`src/rtl/three_term_recurrence_checksum_top_macros.svh`:
```
// Assertion macros for the checksum block.
// Both sample on the rising edge of clock and are off while reset is high.
`ifndef THREE_TERM_RECURRENCE_CHECKSUM_TOP_MACROS_SVH
`define THREE_TERM_RECURRENCE_CHECKSUM_TOP_MACROS_SVH

// The condition must hold at every sampled edge.
`define TTRC_ASSERT_ALWAYS(lbl, cond, msg) \
   lbl: assert property (@(posedge clock) disable iff (reset) (cond)) else $error(msg);

// If the trigger holds at one edge, the outcome must hold at the next edge.
`define TTRC_ASSERT_NEXT(lbl, trig, outcome, msg) \
   lbl: assert property (@(posedge clock) disable iff (reset) (trig) |=> (outcome)) \
      else $error(msg);

`endif

```
`src/rtl/ttrc_pkg.sv`:
```
`default_nettype none

package ttrc_pkg;

   localparam int ByteW = 8;
   localparam int TermW = 16;
   localparam int PosW  = 8;

   // Recurrence constants
   localparam logic [TermW-1:0] Modulus     = 16'hFFFF;
   localparam logic [TermW-1:0] FirstOffset = 16'd7;
   localparam logic [TermW-1:0] TermOne     = 16'd1;
   localparam logic [PosW-1:0]  PosOne      = 8'd1;

   // Datapath widths: factor = byte + alpha, products and signed difference
   localparam int FactorW = ByteW + 1;
   localparam int ProdW   = FactorW + TermW;
   localparam int SubW    = ByteW + TermW;
   localparam int DiffW   = ProdW + 1;
   localparam int HiW     = DiffW - TermW;

   // Multiple of the modulus that lifts any negative difference above zero
   localparam logic [DiffW-1:0] LiftBias = DiffW'(256 * 65535);

   typedef struct packed {
      logic [ByteW-1:0] data_byte;
      logic             first_byte;
      logic             last_byte;
   } req_item_type;

endpackage

`default_nettype wire

```
`src/rtl/ttrc_req_if.sv`:
```
`default_nettype none

interface ttrc_req_if;
   import ttrc_pkg::*;

   logic             valid;
   logic             ready;
   logic [ByteW-1:0] data_byte;
   logic             first_byte;
   logic             last_byte;

   modport source (output valid, output data_byte, output first_byte, output last_byte,
                   input ready);
   modport sink   (input valid, input data_byte, input first_byte, input last_byte,
                   output ready);
endinterface

`default_nettype wire

```
`src/rtl/ttrc_rsp_if.sv`:
```
`default_nettype none

interface ttrc_rsp_if;
   import ttrc_pkg::*;

   logic             valid;
   logic             ready;
   logic [TermW-1:0] checksum;

   modport source (output valid, output checksum, input ready);
   modport sink   (input valid, input checksum, output ready);
endinterface

`default_nettype wire

```
`src/rtl/ttrc_step.sv`:
```
`default_nettype none

module ttrc_step import ttrc_pkg::*; (
   input  wire logic [ByteW-1:0] data_byte,
   input  wire logic [PosW-1:0]  position,
   input  wire logic [TermW-1:0] older_term,
   input  wire logic [TermW-1:0] newer_term,
   output logic      [TermW-1:0] next_term
);

   logic [PosW-1:0]    alpha;
   logic [PosW-1:0]    beta;
   logic [FactorW-1:0] factor;
   logic [ProdW-1:0]   prod;
   logic [SubW-1:0]    sub;
   logic [DiffW-1:0]   diff;
   logic [DiffW-1:0]   lifted;
   logic [TermW:0]     folded;

   // alpha = 17*pos, beta = 31*pos, both mod 256, by shift and add
   assign alpha = position + {position[PosW-5:0], 4'b0000};
   assign beta  = {position[PosW-6:0], 5'b00000} - position;

   assign factor = FactorW'(data_byte) + FactorW'(alpha);
   assign prod   = factor * newer_term;
   assign sub    = beta * older_term;

   // Two's complement difference; a negative one takes one extra count,
   // since the wrap at 2^64 is 1 mod 65535
   assign diff   = DiffW'(prod) - DiffW'(sub);
   assign lifted = diff + DiffW'(diff[DiffW-1]) + LiftBias;

   // 2^16 = 1 mod 65535: fold high part onto low part, then one correction
   assign folded = (TermW+1)'(lifted[DiffW-1:TermW]) + (TermW+1)'(lifted[TermW-1:0]);

   always_comb begin
      if (folded >= (TermW+1)'(Modulus)) begin
         next_term = TermW'(folded - (TermW+1)'(Modulus));
      end else begin
         next_term = folded[TermW-1:0];
      end
   end

endmodule

`default_nettype wire

```
`src/rtl/three_term_recurrence_checksum_top.sv`:
```
// Three-term recurrence checksum over a byte stream.
//
// req channel: one message byte per item, with first_byte marking the start
// of a message and last_byte marking its end. rsp channel: one checksum item
// for every byte that carries last_byte; other bytes give no item.
// An accepted item is held in the input register, where the recurrence step
// (two narrow multiplies, a subtract and a fold modulo 65535) runs; as the
// byte leaves, its result goes into the recurrence state and, for a last
// byte, into the output register that drives rsp.valid. Throughput is one
// byte per cycle while no last byte waits in the input register; the
// recurrence state is updated in the same cycle the step is computed, so
// consecutive bytes chain without gaps. When the receiver stalls, a
// finished checksum waits in the output register and the input register
// still drains bytes that carry no last mark; a second last byte waits
// there, and req.ready drops only then. Reset (synchronous, active high)
// empties both registers, sets the recurrence terms to 1 and position to 0.
`default_nettype none

module three_term_recurrence_checksum_top import ttrc_pkg::*; (
   input wire logic  clock,
   input wire logic  reset,
   ttrc_req_if.sink  req,
   ttrc_rsp_if.source rsp
);

   `include "three_term_recurrence_checksum_top_macros.svh"

   req_item_type     s1_ff, s1_in;
   logic             s1_valid_ff, s1_valid_in;
   logic [TermW-1:0] older_ff, older_in;
   logic [TermW-1:0] newer_ff, newer_in;
   logic [PosW-1:0]  pos_ff, pos_in;
   logic             rsp_valid_ff, rsp_valid_in;
   logic [TermW-1:0] rsp_checksum_ff, rsp_checksum_in;

   logic             consume;
   logic             accept;
   logic [TermW-1:0] step_term;
   logic [TermW-1:0] start_term;

   // Handshake: the held byte leaves unless it is last and the output is held
   assign consume    = s1_valid_ff && (!s1_ff.last_byte || !rsp_valid_ff || rsp.ready);
   assign req.ready  = !s1_valid_ff || consume;
   assign accept     = req.valid && req.ready;
   assign rsp.valid  = rsp_valid_ff;
   assign rsp.checksum = rsp_checksum_ff;

   ttrc_step u_step (
      .data_byte  (s1_ff.data_byte),
      .position   (pos_ff),
      .older_term (older_ff),
      .newer_term (newer_ff),
      .next_term  (step_term)
   );

   assign start_term = TermW'(s1_ff.data_byte) + FirstOffset;

   // Input register
   always_comb begin
      s1_valid_in = accept || (s1_valid_ff && !consume);
      s1_in       = s1_ff;
      if (accept) begin
         s1_in.data_byte  = req.data_byte;
         s1_in.first_byte = req.first_byte;
         s1_in.last_byte  = req.last_byte;
      end
   end

   // Recurrence state
   always_comb begin
      older_in = older_ff;
      newer_in = newer_ff;
      pos_in   = pos_ff;
      if (consume) begin
         if (s1_ff.first_byte) begin
            older_in = TermOne;
            newer_in = start_term;
            pos_in   = PosOne;
         end else begin
            older_in = newer_ff;
            newer_in = step_term;
            pos_in   = pos_ff + PosOne;
         end
      end
   end

   // Output register
   always_comb begin
      rsp_checksum_in = rsp_checksum_ff;
      if (consume && s1_ff.last_byte) begin
         rsp_valid_in    = 1'b1;
         rsp_checksum_in = newer_in;
      end else if (rsp.ready) begin
         rsp_valid_in = 1'b0;
      end else begin
         rsp_valid_in = rsp_valid_ff;
      end
   end

   always_ff @(posedge clock) begin
      if (reset) begin
         s1_valid_ff  <= 1'b0;
         rsp_valid_ff <= 1'b0;
         older_ff     <= TermOne;
         newer_ff     <= TermOne;
         pos_ff       <= '0;
      end else begin
         s1_valid_ff  <= s1_valid_in;
         rsp_valid_ff <= rsp_valid_in;
         older_ff     <= older_in;
         newer_ff     <= newer_in;
         pos_ff       <= pos_in;
      end
      s1_ff           <= s1_in;
      rsp_checksum_ff <= rsp_checksum_in;
   end

   // Checks
   `TTRC_ASSERT_ALWAYS(a_terms_reduced, (older_ff != Modulus) && (newer_ff != Modulus), "recurrence term not reduced")
   `TTRC_ASSERT_ALWAYS(a_rsp_reduced, !rsp_valid_ff || (rsp_checksum_ff != Modulus), "checksum out of range")
   `TTRC_ASSERT_NEXT(a_first_restart, consume && s1_ff.first_byte, (pos_ff == PosOne) && (older_ff == TermOne), "first byte did not restart recurrence")
   `TTRC_ASSERT_NEXT(a_held_byte_kept, s1_valid_ff && !consume, s1_valid_ff && $stable(s1_ff), "held byte lost")
   `TTRC_ASSERT_NEXT(a_last_emits, consume && s1_ff.last_byte, rsp_valid_ff && (rsp_checksum_ff == newer_ff), "last byte gave no checksum")

endmodule

`default_nettype wire

```
`src/flat_wrapper.sv`:
```
// flat-port wrapper written by rule: the top's interface ports become plain ports
module three_term_recurrence_checksum_top_flat import ttrc_pkg::*;
  (clock, reset, req_valid, req_data_byte, req_first_byte, req_last_byte, req_ready, rsp_valid, rsp_checksum, rsp_ready);
  ttrc_req_if req_i ();
  ttrc_rsp_if rsp_i ();
  input wire logic clock;
  input wire logic reset;
  input wire logic [$bits(req_i.valid)-1:0] req_valid;
  input wire logic [$bits(req_i.data_byte)-1:0] req_data_byte;
  input wire logic [$bits(req_i.first_byte)-1:0] req_first_byte;
  input wire logic [$bits(req_i.last_byte)-1:0] req_last_byte;
  output wire logic [$bits(req_i.ready)-1:0] req_ready;
  output wire logic [$bits(rsp_i.valid)-1:0] rsp_valid;
  output wire logic [$bits(rsp_i.checksum)-1:0] rsp_checksum;
  input wire logic [$bits(rsp_i.ready)-1:0] rsp_ready;
  assign req_i.valid = req_valid;
  assign req_i.data_byte = req_data_byte;
  assign req_i.first_byte = req_first_byte;
  assign req_i.last_byte = req_last_byte;
  assign req_ready = req_i.ready;
  assign rsp_valid = rsp_i.valid;
  assign rsp_checksum = rsp_i.checksum;
  assign rsp_i.ready = rsp_ready;
  three_term_recurrence_checksum_top u_core (.clock(clock), .reset(reset), .req(req_i), .rsp(rsp_i));
endmodule
```
`config.mk`:
```
export PLATFORM = sky130hd
export DESIGN_NAME = three_term_recurrence_checksum_top_flat
export DESIGN_NICKNAME = d
export VERILOG_FILES = /design/src/rtl/ttrc_pkg.sv /design/src/rtl/ttrc_req_if.sv /design/src/rtl/ttrc_rsp_if.sv /design/src/rtl/ttrc_step.sv /design/src/rtl/three_term_recurrence_checksum_top.sv /design/src/flat_wrapper.sv
export VERILOG_INCLUDE_DIRS = /design/src /design/src/rtl
export SDC_FILE = /design/constraint.sdc
export NUM_CORES = 1
export LEC_CHECK = 0
export BUFFER_PORTS_ARGS = -buffer_cell sky130_fd_sc_hd__buf_2
export CAP_MARGIN = 20
export CORE_ASPECT_RATIO = 0.75
export CORE_MARGIN = 2
export CORE_UTILIZATION = 55
export CTS_CLUSTER_SIZE = 12
export DETAILED_ROUTE_END_ITERATION = 12
export HOLD_SLACK_MARGIN = 0.1
export PLACE_DENSITY_LB_ADDON = 0.3
export REMOVE_ABC_BUFFERS = 1
export SYNTH_ARGS = -nofsm -noshare
export SYNTH_HDL_FRONTEND = slang
export SYNTH_SLANG_ARGS = --single-unit
```
`constraint.sdc`:
```
create_clock -name clock -period 38.6 [get_ports clock]
set_clock_uncertainty 0.15 [all_clocks]
set_input_delay 7.72 -clock clock [delete_from_list [all_inputs] [get_ports clock]]
set_output_delay 7.72 -clock clock [all_outputs]
set_load 0.02 [all_outputs]
```
Word-level counts from Yosys, hierarchy flattened
Cells that the tools add are included.

Memories: 0. ROM bits: 0. Register bits after elaboration: 68. Latch bits: 0. RAM bits: 0. Output and inout port bits: 18.

Reduce and logical (&&, ||, !) cells: 13. Divide/modulo/power cells: 0. Bitwise gates (word level): 0. $mul: 2. Shifts and indexed selects: 0. Order comparisons: 1. Muxes and demuxes: 7. Eq/ne operators: 0. $add $sub $neg: 10.

Operator list (count): $mux W16 (4); $add A26 B1 Y26 (1); $add A26 B24 Y26 const B (1); $sub A25 B24 Y26 (1); $mul A9 B16 Y25 (1); $mul A8 B16 Y24 (1); $add A10 B16 Y17 (1); $ge A17 B16 Y1 const B (1); $sub A16 B16 Y16 const B (1); $add A8 B3 Y9 const B (1); $add A8 B8 Y9 (1); $add A8 B1 Y8 const B (1); $add A8 B8 Y8 (1); $mux W8 (1); $sub A8 B8 Y8 (1); $logic_and A1 B1 Y1 (4); $logic_not A1 Y1 (4); $logic_or A1 B1 Y1 (4); $mux W1 (2); $reduce_bool A2 Y1 (1).

Logic depth before layout (Yosys ltp)
Gate-level depths: netlist of the first run.

Depth after elaboration: 11. Mapped depth: 58. Gate-level depth less buffers: 56.

Modules after synthesis
Synthesis of the first run repeated with hierarchy kept, for this count alone.

Cell total of the unflattened synthesis: 1575. Area total of the unflattened synthesis: 13852.0 um^2.

By module, submodules not included: ttrc_step (sequential area each 0.0 um^2, instances 1, cells each 1309, area an instance 11105.7 um^2); three_term_recurrence_checksum_top (sequential area each 1621.6 um^2, instances 1, cells each 266, area an instance 2746.4 um^2).

Worst setup path after synthesis of the first run
OpenSTA, ideal clock, no wires.

Path kind: input to output. Start: input port rsp_ready. End: output port req_ready. Arrival time: 8144 ps. Stages: 2. Slack: 22586 ps. Required time: 30730 ps. Buffers on the path: 0. Cells stage by stage: nor2b_1 nand3_1.

Cells in the longest elaborated chain, start to end: 3.

Ends and longest elaborated chain: from (decl) (RTL line flat_wrapper.sv:15) `input wire logic [$bits(rsp_i.ready)-1:0] rsp_ready;`; $logic_or A1 B1 Y1 (RTL line three_term_recurrence_checksum_top.sv:42) `assign consume = s1_valid_ff && (!s1_ff.last_byte || !rsp_valid_ff || rsp.ready);`; $logic_and A1 B1 Y1 (RTL line three_term_recurrence_checksum_top.sv:42); $logic_or A1 B1 Y1 (RTL line three_term_recurrence_checksum_top.sv:43) `assign req.ready = !s1_valid_ff || consume;`; to (decl) (RTL line flat_wrapper.sv:12) `output wire logic [$bits(req_i.ready)-1:0] req_ready;`.

Every way passes these cells.

Worst setup path in the final report of the first run
Same ends and word-level chain as after synthesis.

==> results of run 1 <==
## stage by stage
step	instances	hold slack (ns)	worst slack (ns)	util (%)	area (sq um)
2_1_floorplan	1534	0.363	22.59	-	13900
3_3_place_gp	1917	0.371	22.41	58.0	14600
3_5_place_dp	1917	0.375	22.40	58.0	14600
4_1_cts	1933	0.384	22.40	59.2	14900
5_1_grt	1933	0.447	22.30	59.2	14900
6_report	1933	0.386	22.41	59.2	14900
## registers in the layout (all words and copies together), names as in the netlist
register / count
u_core.newer_ff: 16
u_core.rsp.valid: 1
u_core.s1_valid_ff: 1
u_core.older_ff: 16
u_core.s1_ff: 10
u_core.pos_ff: 8
u_core.rsp.checksum: 16
## worst register-to-register path: cells and delay by family (launching register included)
family                   cells  cell delay (ns)
AO/OA/AOI/OAI               21             5.24
XOR/XNOR                     2             0.70
adder cells (fa/ha/maj)     13             5.28
buffers and inverters        2             0.14
flip-flops                   1             0.55
multiplexers                 2             0.54
AND/OR/NAND/NOR             11             2.56
## Yosys cell counts (19+ instances only)
| cell type | number | share of area [%] |
|---|---|---|
| nand3_1 | 25 | 0.88 |
| a21oi_1 | 63 | 2.2 |
| inv_1 | 279 | 7.4 |
| and3_1 | 28 | 1.2 |
| and2_1 | 148 | 6.5 |
| fa_1 | 228 | 32 |
| nor2_1 | 73 | 1.9 |
| nor3_1 | 19 | 0.67 |
| xor2_1 | 34 | 2.1 |
| dfxtp_1 | 42 | 5.9 |
| clkbuf_1 | 61 | 1.6 |
| ha_1 | 110 | 9.7 |
| a21o_1 | 20 | 1.1 |
| xnor2_1 | 57 | 3.5 |
| o21ai_0 | 22 | 0.78 |
| nand2_1 | 155 | 4.1 |
| edfxtp_1 | 26 | 5.5 |
## worst min-delay path by stage
stage | from | to | slack, ns | cells after the start
after floorplan | u_core.older_ff[0] | u_core.older_ff[0] | 0.36 | 2
after global placement | u_core.s1_valid_ff | u_core.s1_valid_ff | 0.37 | 2
after detailed placement | u_core.s1_valid_ff | u_core.s1_valid_ff | 0.37 | 2
after CTS | u_core.s1_valid_ff | u_core.s1_valid_ff | 0.38 | 2
after global routing | u_core.s1_valid_ff | u_core.s1_valid_ff | 0.45 | 2
final | u_core.s1_valid_ff | u_core.s1_valid_ff | 0.39 | 2
## logic make-up after synthesis
logic type      after synthesis  synth area share [%]
compound gates              212                  10.6
xor+xnor                     93                  5.90
fa+ha+maj                   338                  41.9
buf+inv                     352                  9.53
flops                        68                  11.4
mux                           6                 0.433
simple gates                538                  20.2
## cells in the final DEF (no fill, tap or decap), drive strengths merged, types with 5 or more instances in the layout
cell / instances
nor4b: 5
nor3: 22
nand3b: 5
a21o: 20
or3: 7
a31oi: 10
xor2: 34
nand2: 155
o21ai: 25
edfxtp: 26
dfxtp: 42
inv: 283
buf: 45
clkbuf: 9
nand3: 25
nand4: 11
o211ai: 11
nor4: 8
nand2b: 16
mux2i: 5
xnor2: 58
ha: 110
and3: 29
o21a: 9
nor2: 73
a31o: 5
and2: 149
o31ai: 9
nor2b: 16
a21oi: 63
a211oi: 11
fa: 228
## final cells by class
type,instances,area (sq um)
Multi-Input combinational cell,1187,11200
Timing Repair Buffer,45,260
Inverter,279,1050
Clock inverter,7,82.6
Sequential cell,68,1620
Fill cell,2235,10300
Tap cell,338,423
Clock buffer,9,225
## layer usage
layer | track usage, % | vias up | wire (um)
met5 | 0 | - | 0
met4 | 6.85 | 0 | 775
met3 | 4.72 | 56 | 2440
met2 | 45.0 | 335 | 16100
met1 | 39.9 | 5539 | 16200
li1 | - | 5103 | -
==> results_tabular.tex, run 1 <==
\begin{tabular}{lr}
\hline
Metric & Value \\
\hline
\multicolumn{2}{l}{\textbf{Route}} \\
\quad 1st-pass router iterations & 5 \\
\quad Antenna Nets Post-Route & 0 \\
\quad DR DRC count & 0 \\
\quad Violation count after the first detailed-routing iteration & 789 \\
\quad Post-Route WL & 35500 um \\
\quad Routed len/inst & 18.4 um \\
\quad Via density per instance & 5.71 \\
\quad Vias & 11000 \\
\multicolumn{2}{l}{\textbf{Logic synthesis}} \\
\quad Synth Instances & 1607 \\
\quad Most used flip-flop cell after synthesis & dfxtp\_1 \\
\quad Total standard cell area after synthesis & 0.0142 sq mm \\
\quad Mean instance size in the synthesized netlist & 8.81 sq um \\
\quad Proportion of register bits with asynchronous set or reset after synthesis & 0\% \\
\quad Number of enable flip-flop cells after synthesis & 26 \\
\quad FF+latch count, synth & 68 \\
\quad Syn. warnings & 0 \\
\quad Sequential share of the synthesized area & 11.4\% \\
\quad Library cells used by synthesis & 87 \\
\multicolumn{2}{l}{\textbf{Timing}} \\
\quad Relative slew slack & 27.5\% \\
\quad Shortest period the worst path allows & 16.19 ns \\
\quad Worst Max-Slew Pin Slew & 1.08 ns \\
\quad Maximum achievable frequency & 61.8 MHz \\
\quad Setup Total Neg Slack & 0 ns \\
\quad Final critical-path share of the clock period & 41.9\% \\
\quad RSZ-0062 raised after global routing & false \\
\quad Number of hold violations in the final report & 0 \\
\quad Number of endpoints failing setup at the final stage & 0 \\
\quad Final slew viol count & 0 \\
\multicolumn{2}{l}{\textbf{Die}} \\
\quad Initial standard-cell utilization of the core & 56.3\% \\
\quad Total core area & 0.0251 sq mm \\
\quad Ports placed on the boundary & 32 \\
\quad Die Height & 143 um \\
\quad Width of the die & 189 um \\
\quad Floorplan row count & 50 \\
\quad Total die area & 0.0271 sq mm \\
\multicolumn{2}{l}{\textbf{Worst setup path}} \\
\quad CP max FO & 4 \\
\quad Cell with the biggest individual delay on the critical path & nor2b\_1 \\
\quad Data required time of the critical path & 30.73 ns \\
\quad Origin of the worst setup path & rsp\_ready \\
\quad Buffers plus inverters on the worst setup path & 2 \\
\quad Capturing point of the worst reg2reg path & u\_core.rsp.checksum[0] \\
\quad Beginning of the worst register-to-register path & u\_core.pos\_ff[0] \\
\quad Cell with the most instances on the worst path & buf\_2 \\
\quad Endpoint kind of the worst setup timing path & output pin \\
\quad Termination of the worst setup path & req\_ready \\
\quad Maximum cell stage delay along the critical path & 0.21 ns \\
\quad Critical Path Source Type & input port \\
\quad Critical Path, Cell by Cell & buf\_2 -> nor2b\_1 -> nand3\_1 -> buf\_2 \\
\quad CP Class & in2out \\
\quad Critical Path AT & 8.32 ns \\
\quad Reg2Reg Depth & 51 \\
\quad Critical Path Stages & 4 \\
\quad R2r setup slk & 23.17 ns \\
\quad Kind of cell adding the most delay to the critical path & simple AND/OR/NAND/NOR gates \\
\multicolumn{2}{l}{\textbf{Layout}} \\
\quad Antenna diode instance count & 0 \\
\quad Relative area change from synthesis to final layout & 5.18\% \\
\quad Share of final-layout standard cells stronger than drive strength 1 & 5.83\% \\
\quad Total Nets Final & 1942 \\
\multicolumn{2}{l}{\textbf{Outcome}} \\
\quad Run status & finished, final reports clean \\
\multicolumn{2}{l}{\textbf{CTS}} \\
\quad CTS sink cnt & 68 \\
\quad Hold-fix buffer count after cts & 0 \\
\quad Number of levels the H-tree was split into & 3 \\
\quad TritonCTS clock tree & done \\
\quad Later-pin clock latency in the skew report & 0.36 ns \\
\quad Total CTS buffers & 9 \\
\quad Number of post-CTS setup repair buffers & 0 \\
\quad Register clock-pin slew on the reported worst setup and hold paths & 0.06 ns \\
\quad Clock buffer depth & 2 \\
\quad Cell at the root of the clock tree & clkbuf\_16 \\
\quad Number of cells upsized or downsized after cts & 0 \\
\multicolumn{2}{l}{\textbf{Hold path}} \\
\quad Path type of the worst min-delay path & reg2reg \\
\multicolumn{2}{l}{\textbf{Global routing}} \\
\quad Total overflow reported by the global router & 0 \\
\quad Global-route wire length before repair & 59100 um \\
\quad Pin count of the biggest net entering global routing & 40 \\
\quad Number of antenna violations at the first check in global routing & 0 \\
\quad Vias in the first global route & 11200 \\
\quad Global-route usage over all layers & 28.1\% \\
\multicolumn{2}{l}{\textbf{Place}} \\
\quad Final Wtd Congestion & 0.929 \\
\quad Port buffer count & 31 \\
\quad HPWL Detailed & 28600 um \\
\multicolumn{2}{l}{\textbf{Job}} \\
\quad Total of max-cap violations & 0 \\
\hline
\end{tabular}
Power of run 1 is left out: the tool's default activity adds up to more than one toggle a clock period on the data nets, which glitch-free logic cannot reach.
==> inputs of run 2 (changes only) <==
clock period = 13.1 ns   (was 38.6 ns; I/O delays follow)
==> run 2 against run 1 <==
Utilization grew 3.2 points. First-iteration DRC count grew 17%. Count of clock-buffer cells in the layout is the same. Flip-flop and latch count is the same. Via count grew 4.8%. Critical endpoint is now u_core.rsp.checksum[0]. Cell count grew 4.0%. Sequential share of layout area shrank 0.55 points. Worst hold slack lost 0.041 ns.
==> results_tabular.tex, run 2 (synthesis results as in run 1) <==
\begin{tabular}{lr}
\hline
Metric & Value \\
\hline
\multicolumn{2}{l}{\textbf{Outcome}} \\
\quad Run status & finished, final reports clean \\
\multicolumn{2}{l}{\textbf{Global routing}} \\
\quad Vias in the first global route & 11600 \\
\quad Met3 Usage GRT & 4.50\% \\
\quad Global-route wire length before repair & 61400 um \\
\quad Total overflow reported by the global router & 0 \\
\quad Met1 Usage GRT & 41.4\% \\
\quad Pin count of the biggest net entering global routing & 39 \\
\quad Number of antenna violations at the first check in global routing & 1 \\
\quad Global-route usage over all layers & 29.3\% \\
\quad Most utilized layer in the global route result & met2 \\
\quad Met2 track utilization from global routing & 47.2\% \\
\multicolumn{2}{l}{\textbf{Layout}} \\
\quad Relative area change from synthesis to final layout & 10.8\% \\
\quad Filler Cell Count & 2182 \\
\quad Share of final-layout standard cells stronger than drive strength 1 & 12.9\% \\
\quad Most common cell after layout, fill and taps aside & inv\_1 \\
\quad Antenna diode instance count & 0 \\
\quad Final core occ & 62.4\% \\
\quad Total Nets Final & 2020 \\
\quad Most frequent cells in the layout & inv\_1, fa\_1, nand2\_1, and2\_1, ha\_1 \\
\multicolumn{2}{l}{\textbf{Timing}} \\
\quad Number of hold violations in the final report & 0 \\
\quad Maximum achievable frequency & 78.7 MHz \\
\quad Least setup slack across all paths after layout & 0.389 ns \\
\quad Shortest period the worst path allows & 12.71 ns \\
\quad Worst Max-Slew Pin Slew & 0.995 ns \\
\quad Final critical-path share of the clock period & 97.0\% \\
\quad Relative slew slack & 33.4\% \\
\quad Final slew viol count & 0 \\
\quad Number of endpoints failing setup at the final stage & 0 \\
\multicolumn{2}{l}{\textbf{Worst setup path}} \\
\quad Data required time of the critical path & 13.06 ns \\
\quad Cell with the biggest individual delay on the critical path & fa\_2 \\
\quad CP max FO & 5 \\
\quad Kind of cell adding the most delay to the critical path & adder cells \\
\quad Maximum cell stage delay along the critical path & 0.57 ns \\
\quad Critical Path AT & 12.67 ns \\
\quad Buffers plus inverters on the worst setup path & 8 \\
\quad Critical Path Source Type & flip-flop \\
\quad CP Class & reg2reg \\
\quad Endpoint kind of the worst setup timing path & flip-flop \\
\multicolumn{2}{l}{\textbf{Hold path}} \\
\quad Path type of the worst min-delay path & reg2reg \\
\multicolumn{2}{l}{\textbf{Route}} \\
\quad Antenna Nets Post-Route & 0 \\
\quad 1st-pass router iterations & 5 \\
\quad Via density per instance & 5.75 \\
\quad Post-Route WL & 38300 um \\
\quad DR DRC count & 0 \\
\quad Routed len/inst & 19.0 um \\
\quad Vias & 11600 \\
\quad Violation count after the first detailed-routing iteration & 924 \\
\multicolumn{2}{l}{\textbf{CTS}} \\
\quad Clock buffer depth & 2 \\
\quad CTS sink cnt & 68 \\
\quad Hold-fix buffer count after cts & 0 \\
\quad Register clock-pin slew on the reported worst setup and hold paths & 0.07 ns \\
\quad Cell at the root of the clock tree & clkbuf\_16 \\
\quad TritonCTS clock tree & done \\
\quad Total CTS buffers & 9 \\
\quad Number of levels the H-tree was split into & 3 \\
\quad Later-pin clock latency in the skew report & 0.36 ns \\
\multicolumn{2}{l}{\textbf{Die}} \\
\quad Width of the die & 189 um \\
\quad Ports placed on the boundary & 32 \\
\quad Floorplan row count & 50 \\
\quad Total core area & 0.0251 sq mm \\
\quad Initial standard-cell utilization of the core & 56.3\% \\
\quad Die Height & 143 um \\
\quad Total die area & 0.0271 sq mm \\
\multicolumn{2}{l}{\textbf{Place}} \\
\quad Pre-CTS setup slack & -0.305 ns \\
\quad Final Wtd Congestion & 0.927 \\
\quad HPWL Detailed & 30800 um \\
\quad Port buffer count & 31 \\
\multicolumn{2}{l}{\textbf{Job}} \\
\quad Total of max-cap violations & 0 \\
\hline
\end{tabular}
-- run 2: timing repair --
item,4_1_cts,5_1_grt
endpoints found under the hold margin,0,0
pin swaps,1,25
gates resized for setup,9,51
cloned,0,1
setup buffers,3,4
endpoints found under the setup margin,32,32
-- run 2: area by class of cell --
cell class	instances	area [sq um]	area share (%)
clock buffers	9	225	1.43
flip-flops and latches	68	1620	10.3
repair buffers	123	847	5.40
multi-input cells	1187	11400	72.9
clock inverters	7	82.6	0.526
well taps	338	423	2.69
inverters	279	1050	6.67
-- run 2: metal layers --
layer  vias up  wire, um
met5         -         0
met4         0       942
met3        63      2570
met2       421     17700
met1      5815     17100
li1       5259         -
-- run 2: final timing paths --
kind | slack (ns) | startpoint | cells after the start | to
min | 0.35 | u_core.pos_ff[0] | 1 | u_core.pos_ff[0]
max | 0.39 | u_core.pos_ff[0] | 55 | u_core.rsp.checksum[0]
min reg2reg | 0.35 | u_core.pos_ff[0] | 1 | u_core.pos_ff[0]
max reg2reg | 0.39 | u_core.pos_ff[0] | 55 | u_core.rsp.checksum[0]
-- run 2: through the flow --
step                      cells  hold slack, ns  cell area [sq um]  TNS (ns)
after floorplan            1534           0.363              13900     -1.31
after global placement     1987           0.357              15100         0
after detailed placement   1987           0.375              15100     -4.87
after CTS                  2006           0.390              15400         0
after global routing       2011           0.357              15700   -0.0978
final                      2011           0.345              15700         0
-- run 2: worst register-to-register path, delay by kind of cell, from the launching register on --
family,cells,cell delay [ns]
buffers and inverters,8,1.04
flip-flops,1,0.34
multiplexers,1,0.11
adder cells (fa/ha/maj),13,5.03
AND/OR/NAND/NOR,10,1.68
XOR/XNOR,2,0.29
AO/OA/AOI/OAI,21,3.85
Power of run 2 is left out for the same reason.
==> inputs of run 3 (changes only) <==
PLACE_DENSITY_LB_ADDON = 0.15   (was 0.3)
==> run 3 against run 2 <==
Register-to-register slack lost 0.02 ns. Utilization grew 2.0 points. Die area is the same.
==> results_tabular.tex, run 3 (synthesis results as in run 1) <==
\begin{tabular}{lr}
\hline
Metric & Value \\
\hline
\multicolumn{2}{l}{\textbf{Timing}} \\
\quad Number of hold violations in the final report & 0 \\
\quad Relative slew slack & 35.5\% \\
\quad Shortest period the worst path allows & 12.73 ns \\
\quad Final critical-path share of the clock period & 97.2\% \\
\quad Least setup slack across all paths after layout & 0.372 ns \\
\quad Final slew viol count & 0 \\
\quad Worst Max-Slew Pin Slew & 0.963 ns \\
\quad Number of endpoints failing setup at the final stage & 0 \\
\quad Maximum achievable frequency & 78.6 MHz \\
\multicolumn{2}{l}{\textbf{Worst setup path}} \\
\quad Data required time of the critical path & 13.06 ns \\
\quad Buffers plus inverters on the worst setup path & 8 \\
\quad Critical Path AT & 12.69 ns \\
\quad Endpoint kind of the worst setup timing path & flip-flop \\
\quad Maximum cell stage delay along the critical path & 0.57 ns \\
\quad CP max FO & 5 \\
\quad Cell with the most instances on the worst path & buf\_4 \\
\quad Kind of cell adding the most delay to the critical path & adder cells \\
\quad CP Class & reg2reg \\
\quad Critical Path Source Type & flip-flop \\
\quad Cell with the biggest individual delay on the critical path & fa\_1 \\
\multicolumn{2}{l}{\textbf{CTS}} \\
\quad Number of levels the H-tree was split into & 3 \\
\quad Register clock-pin slew on the reported worst setup and hold paths & 0.06 ns \\
\quad Hold-fix buffer count after cts & 0 \\
\quad CTS sink cnt & 68 \\
\quad Later-pin clock latency in the skew report & 0.36 ns \\
\quad Cell at the root of the clock tree & clkbuf\_16 \\
\quad Total CTS buffers & 9 \\
\quad TritonCTS clock tree & done \\
\quad Clock buffer depth & 2 \\
\multicolumn{2}{l}{\textbf{Place}} \\
\quad Final Wtd Congestion & 0.931 \\
\quad HPWL Detailed & 31000 um \\
\quad Pre-CTS setup slack & -0.358 ns \\
\quad DP Cell Count & 2013 \\
\quad Port buffer count & 31 \\
\quad Area after detailed placement & 0.0153 sq mm \\
\multicolumn{2}{l}{\textbf{Layout}} \\
\quad Most common cell after layout, fill and taps aside & inv\_1 \\
\quad Share of final-layout standard cells stronger than drive strength 1 & 16.7\% \\
\quad Total Nets Final & 2063 \\
\quad Relative area change from synthesis to final layout & 14.4\% \\
\quad Most frequent cells in the layout & inv\_1, fa\_1, nand2\_1, and2\_1, buf\_4 \\
\quad Antenna diode instance count & 0 \\
\quad Multi-input gate area & 0.0116 sq mm \\
\quad Sequential Area & 0.00163 sq mm \\
\quad Final non-filler cell area & 0.0162 sq mm \\
\quad Filler Cell Count & 2180 \\
\quad Non-filler instance count after layout & 2054 \\
\multicolumn{2}{l}{\textbf{Route}} \\
\quad Vias & 11700 \\
\quad 1st-pass router iterations & 5 \\
\quad Violation count after the first detailed-routing iteration & 938 \\
\quad Via density per instance & 5.68 \\
\quad Antenna Nets Post-Route & 0 \\
\quad Routed len/inst & 19.0 um \\
\quad DR DRC count & 0 \\
\quad Post-Route WL & 39100 um \\
\multicolumn{2}{l}{\textbf{Die}} \\
\quad Ports placed on the boundary & 32 \\
\quad Total die area & 0.0271 sq mm \\
\quad Die Height & 143 um \\
\quad Total core area & 0.0251 sq mm \\
\quad Width of the die & 189 um \\
\quad Floorplan row count & 50 \\
\quad Initial standard-cell utilization of the core & 56.3\% \\
\multicolumn{2}{l}{\textbf{Global routing}} \\
\quad Number of antenna violations at the first check in global routing & 0 \\
\quad Vias in the first global route & 11700 \\
\quad Total overflow reported by the global router & 0 \\
\quad Global-route wire length before repair & 61200 um \\
\quad Global-route usage over all layers & 29.3\% \\
\quad Pin count of the biggest net entering global routing & 40 \\
\multicolumn{2}{l}{\textbf{Hold path}} \\
\quad Path type of the worst min-delay path & reg2reg \\
\multicolumn{2}{l}{\textbf{Outcome}} \\
\quad Run status & finished, final reports clean \\
\multicolumn{2}{l}{\textbf{Job}} \\
\quad Total of max-cap violations & 0 \\
\hline
\end{tabular}
-- run 3: cell count changes in the layout (fill, tap and decap cells not counted), moves of 3 or more --
cell	previous run	this run
ha_1	104	97
and2_4	0	4
buf_4	90	129
and2_1	148	144
xnor2_1	56	52
xnor2_2	2	6
nor3_2	4	7
fa_2	3	8
ha_2	4	10
fa_1	225	220
-- run 3: final cells by class --
| type | instances | area share (%) |
|---|---|---|
| clock buffers | 9 | 1.39 |
| clock inverters | 7 | 0.517 |
| inverters | 279 | 6.46 |
| multi-input cells | 1189 | 71.7 |
| flip-flops and latches | 68 | 10.0 |
| well taps | 338 | 2.61 |
| repair buffers | 164 | 7.25 |
-- run 3: final timing paths --
check | start | end | slack [ns] | cells past startpoint
setup reg to reg | u_core.pos_ff[0] | u_core.rsp.checksum[0] | 0.37 | 55
setup / recovery | u_core.pos_ff[0] | u_core.rsp.checksum[0] | 0.37 | 55
hold reg to reg | u_core.pos_ff[0] | u_core.pos_ff[0] | 0.32 | 1
hold / removal | u_core.pos_ff[0] | u_core.pos_ff[0] | 0.32 | 1
-- run 3: timing repair --
| action | CTS | global route |
|---|---|---|
| endpoints found under the setup margin | 32 | 32 |
| gates resized for setup | 9 | 91 |
| cloned | 0 | 3 |
| pin swaps | 1 | 68 |
| setup buffers | 0 | 21 |
-- run 3: per-stage QoR --
step           setup TNS, ns  hold slack [ns]  utilization [%]
3_3_place_gp         -0.0481            0.351             60.7
5_1_grt                -1.03            0.341             64.4
4_1_cts                    0            0.386             62.1
3_5_place_dp           -7.08            0.374             60.7
2_1_floorplan          -1.31            0.363                -
6_report                   0            0.325             64.4
-- run 3: routing by layer --
| layer | vias to the layer above | global-route usage [%] | part of all wire [%] |
|---|---|---|---|
| met5 | - | 0 | 0 |
| met4 | 0 | 8.53 | 2.0 |
| met3 | 51 | 4.52 | 6.0 |
| met2 | 325 | 46.2 | 46 |
| met1 | 5938 | 42.0 | 46 |
| li1 | 5354 | - | - |
Power of run 3 is left out for the same reason.
